**src/rtl/bsort_pkg.sv**
```systemverilog
// shared constants and types of the batch bubble sorter
package bsort_pkg;

   localparam int MAX_ENTRIES = 64;
   localparam int DATA_W      = 32;
   localparam int IDX_W       = $clog2(MAX_ENTRIES);
   localparam int CNT_W       = $clog2(MAX_ENTRIES + 1);

   typedef struct packed {
      logic                     wr_en;
      logic [IDX_W-1:0]         wr_addr;
      logic signed [DATA_W-1:0] wr_data;
      logic [IDX_W-1:0]         rd_addr;
   } store_cmd_type;

endpackage

```
**src/rtl/bsort_store.sv**
```systemverilog
// value store: one write port and one registered read port
module bsort_store
   import bsort_pkg::*;
(
   input  logic                     clock,
   input  store_cmd_type            cmd,
   output logic signed [DATA_W-1:0] rd_data
);

   logic signed [DATA_W-1:0] mem [MAX_ENTRIES];
   logic signed [DATA_W-1:0] rd_data_ff;

   always_ff @(posedge clock) begin
      if (cmd.wr_en) begin
         mem[cmd.wr_addr] <= cmd.wr_data;
      end
      rd_data_ff <= mem[cmd.rd_addr];
   end

   assign rd_data = rd_data_ff;

endmodule

```
**src/rtl/array_bubble_sort_unit.sv**
```systemverilog
// top level of the batch bubble sorter
//
// Requests carry one signed 32-bit sample each; req_final_item closes the batch.
// Up to MAX_ENTRIES samples are stored; extra samples are dropped and the
// overflow flag is raised on every result of that batch.
// A non-final request gives no result.
// After the final request the store is bubble-sorted in place through one
// compare unit and one store with one write and one read port: a pass over
// L neighbor pairs runs through START, LOAD, one STEP per pair and END, the
// first pass has L = count - 1, each pass is one pair shorter, and sorting
// ends after a pass with no swap or after the one-pair pass.
// Results then leave in order, each read anew after the one before is taken;
// while rsp_stall is high the result holds. end_of_batch marks the last one.
// req_stall stays high from the final request until the last result is taken.
// csr_write_en writes the sort direction (1 = descending); write it only when
// the block is idle.
// A synchronous reset empties the batch, clears the overflow flag and the
// direction; the store contents need no clearing.
module array_bubble_sort_unit
   import bsort_pkg::*;
(
   input  logic                     clock,
   input  logic                     reset,
   input  logic                     req_valid,
   output logic                     req_stall,
   input  logic signed [DATA_W-1:0] req_sample,
   input  logic                     req_final_item,
   output logic                     rsp_valid,
   input  logic                     rsp_stall,
   output logic signed [DATA_W-1:0] rsp_sorted_value,
   output logic                     rsp_end_of_batch,
   output logic                     rsp_overflow,
   input  logic                     csr_write_en,
   input  logic                     csr_write_data
);

   localparam logic [2:0] ST_IDLE   = 3'd0;
   localparam logic [2:0] ST_START  = 3'd1;
   localparam logic [2:0] ST_LOAD   = 3'd2;
   localparam logic [2:0] ST_STEP   = 3'd3;
   localparam logic [2:0] ST_END    = 3'd4;
   localparam logic [2:0] ST_OUT_RD = 3'd5;
   localparam logic [2:0] ST_OUT_LD = 3'd6;
   localparam logic [2:0] ST_OUT_WT = 3'd7;

   logic [2:0]               state_ff, state_in;
   logic [CNT_W-1:0]         fill_ff, fill_in;
   logic                     dropped_ff, dropped_in;
   logic                     desc_ff;
   logic [IDX_W-1:0]         limit_ff, limit_in;
   logic [IDX_W-1:0]         idx_ff, idx_in;
   logic                     changed_ff, changed_in;
   logic signed [DATA_W-1:0] held_ff, held_in;
   logic                     rsp_valid_ff, rsp_valid_in;
   logic signed [DATA_W-1:0] rsp_value_ff, rsp_value_in;
   logic                     rsp_last_ff, rsp_last_in;
   logic                     rsp_ovf_ff, rsp_ovf_in;

   store_cmd_type            cmd;
   logic signed [DATA_W-1:0] rd_data;
   logic                     req_take;
   logic                     rsp_take;
   logic                     out_of_order;
   logic [CNT_W-1:0]         count_next;
   logic                     last_out;

   bsort_store u_store (
      .clock   (clock),
      .cmd     (cmd),
      .rd_data (rd_data)
   );

   assign req_take = req_valid && !req_stall;
   assign rsp_take = rsp_valid_ff && !rsp_stall;
   assign req_stall = (state_ff != ST_IDLE);

   // shared compare unit
   assign out_of_order = desc_ff ? (rd_data > held_ff) : (held_ff > rd_data);

   assign last_out = (({1'b0, idx_ff} + CNT_W'(1)) == fill_ff);

   always_comb begin
      state_in     = state_ff;
      fill_in      = fill_ff;
      dropped_in   = dropped_ff;
      limit_in     = limit_ff;
      idx_in       = idx_ff;
      changed_in   = changed_ff;
      held_in      = held_ff;
      rsp_valid_in = rsp_valid_ff;
      rsp_value_in = rsp_value_ff;
      rsp_last_in  = rsp_last_ff;
      rsp_ovf_in   = rsp_ovf_ff;
      cmd.wr_en    = 1'b0;
      cmd.wr_addr  = idx_ff;
      cmd.wr_data  = held_ff;
      cmd.rd_addr  = idx_ff;
      count_next   = fill_ff;

      case (state_ff)
         ST_IDLE: begin
            cmd.wr_addr = fill_ff[IDX_W-1:0];
            cmd.wr_data = req_sample;
            if (req_take) begin
               if (fill_ff < CNT_W'(MAX_ENTRIES)) begin
                  cmd.wr_en  = 1'b1;
                  count_next = fill_ff + CNT_W'(1);
               end else begin
                  dropped_in = 1'b1;
               end
               fill_in = count_next;
               if (req_final_item) begin
                  limit_in = IDX_W'(count_next - CNT_W'(1));
                  idx_in   = '0;
                  if (count_next > CNT_W'(1)) begin
                     state_in = ST_START;
                  end else begin
                     state_in = ST_OUT_RD;
                  end
               end
            end
         end
         ST_START: begin
            cmd.rd_addr = '0;
            changed_in  = 1'b0;
            state_in    = ST_LOAD;
         end
         ST_LOAD: begin
            cmd.rd_addr = IDX_W'(1);
            held_in     = rd_data;
            idx_in      = '0;
            state_in    = ST_STEP;
         end
         ST_STEP: begin
            cmd.rd_addr = idx_ff + IDX_W'(2);
            cmd.wr_en   = 1'b1;
            cmd.wr_addr = idx_ff;
            if (out_of_order) begin
               cmd.wr_data = rd_data;
               changed_in  = 1'b1;
            end else begin
               cmd.wr_data = held_ff;
               held_in     = rd_data;
            end
            if ((idx_ff + IDX_W'(1)) == limit_ff) begin
               state_in = ST_END;
            end else begin
               idx_in = idx_ff + IDX_W'(1);
            end
         end
         ST_END: begin
            cmd.wr_en   = 1'b1;
            cmd.wr_addr = limit_ff;
            cmd.wr_data = held_ff;
            limit_in    = limit_ff - IDX_W'(1);
            idx_in      = '0;
            if (changed_ff && (limit_ff > IDX_W'(1))) begin
               state_in = ST_START;
            end else begin
               state_in = ST_OUT_RD;
            end
         end
         ST_OUT_RD: begin
            cmd.rd_addr = idx_ff;
            state_in    = ST_OUT_LD;
         end
         ST_OUT_LD: begin
            rsp_valid_in = 1'b1;
            rsp_value_in = rd_data;
            rsp_last_in  = last_out;
            rsp_ovf_in   = dropped_ff;
            state_in     = ST_OUT_WT;
         end
         ST_OUT_WT: begin
            if (rsp_take) begin
               rsp_valid_in = 1'b0;
               if (rsp_last_ff) begin
                  fill_in    = '0;
                  dropped_in = 1'b0;
                  state_in   = ST_IDLE;
               end else begin
                  idx_in   = idx_ff + IDX_W'(1);
                  state_in = ST_OUT_RD;
               end
            end
         end
         default: begin
            state_in = ST_IDLE;
         end
      endcase
   end

   always_ff @(posedge clock) begin
      if (reset) begin
         state_ff     <= ST_IDLE;
         fill_ff      <= '0;
         dropped_ff   <= 1'b0;
         desc_ff      <= 1'b0;
         rsp_valid_ff <= 1'b0;
         changed_ff   <= 1'b0;
      end else begin
         state_ff     <= state_in;
         fill_ff      <= fill_in;
         dropped_ff   <= dropped_in;
         rsp_valid_ff <= rsp_valid_in;
         changed_ff   <= changed_in;
         if (csr_write_en) begin
            desc_ff <= csr_write_data;
         end
      end
   end

   always_ff @(posedge clock) begin
      limit_ff     <= limit_in;
      idx_ff       <= idx_in;
      held_ff      <= held_in;
      rsp_value_ff <= rsp_value_in;
      rsp_last_ff  <= rsp_last_in;
      rsp_ovf_ff   <= rsp_ovf_in;
   end

   assign rsp_valid        = rsp_valid_ff;
   assign rsp_sorted_value = rsp_value_ff;
   assign rsp_end_of_batch = rsp_last_ff;
   assign rsp_overflow     = rsp_ovf_ff;

`ifndef SYNTH
   a_fill_bound: assert property (@(posedge clock) disable iff (reset)
      fill_ff <= CNT_W'(MAX_ENTRIES))
      else $error("fill count beyond capacity");

   a_rsp_in_wait: assert property (@(posedge clock) disable iff (reset)
      rsp_valid_ff |-> (state_ff == ST_OUT_WT))
      else $error("result shown outside the output wait state");

   a_batch_cleared: assert property (@(posedge clock) disable iff (reset)
      (rsp_take && rsp_last_ff) |=> (fill_ff == '0) && !dropped_ff && !req_stall)
      else $error("batch not emptied after its last result");

   a_sort_write_range: assert property (@(posedge clock) disable iff (reset)
      (cmd.wr_en && (state_ff != ST_IDLE)) |-> ({1'b0, cmd.wr_addr} < fill_ff))
      else $error("sort writes beyond the stored entries");

   a_last_count: assert property (@(posedge clock) disable iff (reset)
      (state_ff == ST_OUT_LD) |-> ({1'b0, idx_ff} < fill_ff))
      else $error("output index beyond the stored entries");
`endif

endmodule
```
**config.mk**
```make
export PLATFORM = sky130hd
export DESIGN_NAME = array_bubble_sort_unit
export DESIGN_NICKNAME = d
export VERILOG_FILES = /design/src/rtl/bsort_pkg.sv /design/src/rtl/bsort_store.sv /design/src/rtl/array_bubble_sort_unit.sv
export SDC_FILE = /design/constraint.sdc
export NUM_CORES = 2
export LEC_CHECK = 0
export ABC_AREA = 0
export BUFFER_PORTS_ARGS = -buffer_cell sky130_fd_sc_hd__buf_2
export CORE_MARGIN = 3
export CORE_UTILIZATION = 30
export CTS_CLUSTER_SIZE = 25
export DETAILED_ROUTE_END_ITERATION = 8
export SKIP_LAST_GASP = 1
export SYNTH_ARGS = -nofsm -noshare
export SYNTH_HDL_FRONTEND = slang
export SYNTH_SLANG_ARGS = --single-unit
```
**constraint.sdc**
```tcl
create_clock -name clock -period 7.3 [get_ports clock]
set_clock_uncertainty 0.1 [all_clocks]
set_input_delay 1.095 -clock clock [delete_from_list [all_inputs] [get_ports clock]]
set_output_delay 1.095 -clock clock [all_outputs]
set_load 0.01 [all_outputs]
```
### Yosys cells after proc, flatten, opt, wreduce, memory -nomap -nowiden

Memory sizes are Yosys's and may differ from the RTL's. A register that Yosys moved wholly into a read port is not among the register bits.
Cells that the tools add are included.

| storage, ports and cells | value |
|---|---|
| memories | 1 |
| register bits after elaboration | 92 |
| output and inout bits | 36 |
| logic and storage cells | 108 |
| input bits | 39 |
| RAM bits | 2,048 |

Memory list:

| name | depth | bits a word | read ports | clocked after Yosys merged registers in | write ports | RTL line | source |
|---|---|---|---|---|---|---|---|
| u_store.mem | 64 | 32 | 1 | 1 | 1 | bsort_store.sv:10 | `logic signed [DATA_W-1:0] mem [MAX_ENTRIES];` |

| operators by class | value |
|---|---|
| eq/ne operators | 19 |
| muxes and demuxes | 43 |
| reductions and logical operators | 22 |
| magnitude comparators | 5 |
| add/sub/neg operators | 6 |

Operator list:

| operator | count |
|---|---|
| 39-bit case mux with 3 select lines | 1 |
| 32-bit greater-than comparator | 2 |
| 32-bit two-way mux | 2 |
| 32-bit case mux with 2 select lines | 1 |
| 6-bit two-way mux | 7 |
| 7-bit two-way mux | 6 |
| 3-bit case mux with 8 select lines | 1 |
| 6-bit case mux with 4 select lines | 1 |
| 3-bit two-way mux | 7 |
| 2-bit inequality test, second input constant | 10 |
| 6-bit case mux with 3 select lines | 1 |
| 7-bit case mux with 2 select lines | 1 |
| 3-bit == test, second input constant | 4 |
| 6-bit case mux with 2 select lines | 1 |
| 6-bit by 1-bit subtractor with 6-bit output, second input constant | 2 |
| 1-bit two-way mux | 11 |
| 2-bit nonzero test | 5 |
| 4-bit AND reduction | 2 |
| 6-bit by 1-bit adder with 7-bit output, second input constant | 1 |
| 7-bit by 1-bit adder with 7-bit output, second input constant | 1 |
| 7-bit == test | 1 |
| 7-bit by 1-bit greater-than comparator with 1-bit output, second input constant | 1 |
| 7-bit less-than comparator, second input constant | 1 |
| 6-bit by 1-bit adder with 6-bit output, second input constant | 1 |
| other kinds (16) | 24 |

### Longest topological paths before layout

| logic depth | value |
|---|---|
| depth in word-level cells | 10 |
| depth in mapped cells | 16 |
| gate-level depth less buffers | 9 |

### Cells and area by module

Synthesis repeated with hierarchy kept, for this count alone.

| second synthesis, totals | value |
|---|---|
| cell total of the unflattened synthesis | 3,851 |
| area, all modules | 84,059.4 um^2 |

Modules (own cells, without submodules):

| module | cells each | sequential area each (um^2) | area an instance (um^2) | instances |
|---|---|---|---|---|
| bsort_store | 3,324 | 62,139.6 | 78,515.3 | 1 |
| array_bubble_sort_unit | 527 | 2,622.5 | 5,544.1 | 1 |

### Worst setup path after synthesis

OpenSTA, ideal clock, no wires.

| timing path | value |
|---|---|
| path kind | reg2reg |
| start point | register held_ff[15] |
| end point | register held_ff[0] (enable) |
| arrival | 4,535 ps |
| path slack | 2,204 ps |
| period minus slack after synthesis | 5,096 ps |
| library setup time | 461 ps |
| data required time | 6,739 ps |
| buffers on the path | 2 |
| cell stages (with the launch flop) | 11 |
| path through | edfxtp_1 -> ha_1 -> nand4_1 -> nor4_1 -> o21ai_0 -> a311oi_1 -> a211oi_1 -> a21o_1 -> clkbuf_1 -> clkbuf_1 -> nor3_1 |

| between the ends | value |
|---|---|
| word-level cells in the longest chain between the ends | 4 |
| elaborated cells on any way between the ends | 5 |
| classes of those cells | 2 x order compare; 1 x eq/ne; 1 x mux; 1 x reduce/logical |

Ends and longest elaborated chain:

| what | RTL line | source |
|---|---|---|
| start: declaration | array_bubble_sort_unit.sv:53 | `logic signed [DATA_W-1:0] held_ff, held_in;` |
| start signal: assignment | array_bubble_sort_unit.sv:216 | `held_ff <= held_in;` |
| 32-bit greater-than comparator | array_bubble_sort_unit.sv:78 | `assign out_of_order = desc_ff ? (rd_data > held_ff) : (held_ff > rd_data);` |
| 1-bit two-way mux * | array_bubble_sort_unit.sv:78 |  |
| 2-bit inequality test (no source line) * | - |  |
| 2-bit AND reduction (no source line) * | - |  |

Every way passes the cells marked *; elsewhere a longest branch is shown, timed or not.
A chain may end at the register's enable or synchronous reset.

### Final worst setup path

| timing path | value |
|---|---|
| start point | register state_ff[0] |
| end point | register u_store.rd_data_ff[31] (netlist: u_store.rd_data[31]), read port of u_store.mem |

| between the ends | value |
|---|---|
| word-level cells in the longest chain between the ends | 2 |
| elaborated cells on any way between the ends | 4 |
| classes of those cells | 3 x eq/ne; 1 x mux |

Ends and longest elaborated chain:

| what | RTL line | source |
|---|---|---|
| start: declaration | array_bubble_sort_unit.sv:46 | `logic [2:0] state_ff, state_in;` |
| start signal: assignment | array_bubble_sort_unit.sv:202 | `state_ff <= state_in;` |
| 3-bit by 2-bit == test with 1-bit output / 3-bit by 1-bit == test with 1-bit output (equally long branches) | array_bubble_sort_unit.sv:100 | `case (state_ff)` |
| 6-bit case mux with 3 select lines * | array_bubble_sort_unit.sv:100 |  |
| end: declaration | bsort_store.sv:11 | `logic signed [DATA_W-1:0] rd_data_ff;` |

Marks and branches as above.

==> impl_results.md <==
- Die W: 545.4 um
- DR iter-0 viols: 8668
- Clock Latency Late Sink: approximately 0.9 ns
- Critical path capture point type: flop
- Fmax: 179.1 MHz
- I/O Buffers: 74
- Utilization after layout: 34.71%
- Worst Hold Class: flop to flop
- Share of cells above drive strength 1: about 11%
- RSZ-0062 raised after global routing: no
- Clock-pin transition on the worst setup and hold timing paths: 0.06 ns
- FP Rows: 197
- IR drop worst, VDD: 0.4427 mV
- DRT Pass-1 Iters: 9
- Cells after DPL: a little under 10000
- Top cells by count, synth: edfxtp_1 (2126), nand2_1 (1435), nand3_1 (674)
- Register area share after synthesis: 74.19%
- Post-synth top area share: 73.14%
- Max Cap Violations: 0
- TritonCTS buffer count: 210
- GRT Residual Overflow: 0
- Die ar.: 297500 um^2
- Via density per instance: about 5.5
- WP data required: 7.90 ns
- Initial Util: 30.22%
- GRT Total Usage: 18.66%
- Reg2Reg Setup Slack: 1.72 ns
- Critical Path Source Type: flop
- Remaining DRCs: 0
- Synth async-reset ratio: 0%
- Final period util: 76.48%
- Total core area: around 290000 um^2
- Final setup viols: 0
- Largest net degree at the start of global routing: 142
- Via count: 56628
- Mapped cell area: 87290 um^2
- Main flop type after synthesis: edfxtp_1
- H-tree level count: 4
- Non-Filler Instances: 10355
- CTS resizes: 0
- Yosys cell types: ~80
- Vias in the first global route: 52990
- Nets: 6367
- Synth top area cells: edfxtp_1 (73%), nand2_1 (6.2%), mux2i_1 (4.3%)
- First-pass GRT wire length: 406500 um
- Final Max Tran Viols: 0
- RePlAce Congestion: just under 0.9
- Final WL: roughly 290000 um
- Flops & latches, synth: 2172
- CTS tree: built
- Post-synth top area cell: edfxtp_1
- Pwr dens: 513.2 nW/um^2
- Clk Tree Root Cell: clkbuf_16
- Least-Margin Pin Slew: 1.454 ns
- Top Ports: 75
- Tmin final: 5.583 ns
- Crit Path Category: flop to flop
- Cell with the most instances after synthesis: edfxtp_1
- Total clock sinks: approximately 2200
- Synth Warn #: 0
- Post-CTS setup repair buffer count: 0
- Register Area: 64760 um^2
- Area Growth Syn to Fin: 14.89%
- Final Hold Fails: 0
- WP data arrival: just over 6 ns
- Fillers: roughly 28000
- Syn nets: 6288
- EDFF count, synth: 2126
- Die Ht: 545.4 um
- Slew HR: under 10%
- Hold buffers post-CTS: 0
- Crit path max fanout: 96
- Cells after Synth: 6205
- Bufs on Longest Clock Path: 3
- Routed length per instance: 27.88 um
- Post-synthesis average cell area: 14.07 um^2
- Initial antenna violation count: 21
- Static leakage: roughly 33 nW
- Multi-input logic area: 21210 um^2
- DPL Wire Length: 167200 um
- Total Neg Setup Slack: 0 ns
- DRT antenna net count: 0
- Status: complete, no violations
final timing paths:
kind,startpoint,end,depth (start not counted)
min,dropped_ff$_SDFFE_PP0P_,rsp_overflow$_DFFE_PP_,0
min reg2reg,dropped_ff$_SDFFE_PP0P_,rsp_overflow$_DFFE_PP_,0
max,state_ff[0]$_SDFFE_PP0P_,u_store.rd_data[31]$_DFF_P_,11
max reg2reg,state_ff[0]$_SDFFE_PP0P_,u_store.rd_data[31]$_DFF_P_,11
worst max-delay path: stages (launching register included):
cell and delay [ns]:
dfxtp_1 0.41, inv_1 0.09, ha_1 0.32, or4b_2 0.87, nand3_4 0.67, buf_4 0.38, buf_12 0.38, mux2i_1 0.27
mux2i_1 0.12, o2111ai_1 0.52, nand4_1 0.33, or4_1 0.68
power breakdown:
part / internal, mW / total, mW / switching, mW
Combinational: 5.28 / 22.2 / 17.0
Sequential: 17.4 / 17.8 / 0.456
Clock: 6.59 / 11.4 / 4.82
cell type report:
cell class,count,area share (%)
antenna,7,0.01747
sequential,2172,64.58
clock buffer,274,5.651
tap,3880,4.841
multi-input combinational,3590,21.15
timing repair buffer,258,2.031
inverter,52,0.1946
clock inverter,122,1.540
registers in the layout (all words and copies together) (netlist names):
register	flops
changed_ff	1
desc_ff	1
dropped_ff	1
fill_ff	7
held_ff	32
idx_ff	6
limit_ff	6
rsp_end_of_batch	1
rsp_overflow	1
rsp_sorted_value	32
rsp_valid	1
state_ff	3
u_store.mem	2048
u_store.rd_data	32
routing by layer:
layer / routed length (um) / part of all wire (%) / GRT usage (%) / vias up
met1: 114500 / 40 / 26.06 / 28667
met3: 35310 / 12 / 4.559 / 564
li1: - / - / - / 23568
met5: 41 / 0.014 / 0 / -
met2: 128600 / 45 / 28.29 / 3823
met4: 10260 / 3.6 / 6.399 / 6
per-stage QoR:
step | setup slack (ns) | total power, mW | hold WS [ns] | area, um^2
floorplan | 2.204 | 30.40 | 0.3019 | 87290
global placement | 1.773 | 39.49 | 0.3183 | 92820
detailed placement | 1.914 | 39.69 | 0.3365 | 92870
CTS | 1.845 | 51.00 | 0.3187 | 100100
global route | 1.529 | 53.19 | 0.3439 | 100300
finish | 1.717 | 51.47 | 0.3402 | 100300
cells in the final DEF (no fill, tap or decap), drive strengths merged, types with 10 or more instances in the layout:
| master | netlist | layout |
|---|---|---|
| or4 | 30 | 30 |
| a32oi | 111 | 111 |
| nand3 | 675 | 675 |
| inv | 52 | 63 |
| nor2 | 177 | 177 |
| ha | 44 | 44 |
| a2111oi | 16 | 16 |
| o211ai | 24 | 24 |
| dfxtp | 46 | 46 |
| nor2b | 15 | 15 |
| a21oi | 84 | 84 |
| nor3 | 15 | 15 |
| and2 | 13 | 13 |
| mux4 | 10 | 10 |
| nand4 | 133 | 133 |
| o22ai | 19 | 19 |
| mux2i | 372 | 372 |
| a211oi | 40 | 40 |
| xnor2 | 17 | 17 |
| bufinv | 0 | 31 |
| o21ai | 67 | 67 |
| buf | 248 | 258 |
| clkinv | 0 | 75 |
| clkbuf | 143 | 274 |
| o2111ai | 14 | 14 |
| nand2 | 1435 | 1435 |
| a221o | 37 | 37 |
| xor2 | 13 | 13 |
| a31oi | 40 | 40 |
| edfxtp | 2126 | 2126 |
| a311oi | 18 | 18 |
| a22oi | 31 | 31 |
kinds of logic (layout without fill, tap and decap cells):
logic type	after synthesis	after routing	synth area share (%)
AOI/OAI and AO/OA	572	572	4.865
xor gates and xnor gates	30	30	0.3010
adders and majority gates	44	44	0.6307
buffers and inverters	443	706	2.500
DFF	2172	2172	74.19
muxes	391	391	4.640
other	0	7	0
and+or+nand+nor	2553	2553	12.87
Note: power is estimated with default switching activity, not from simulation.
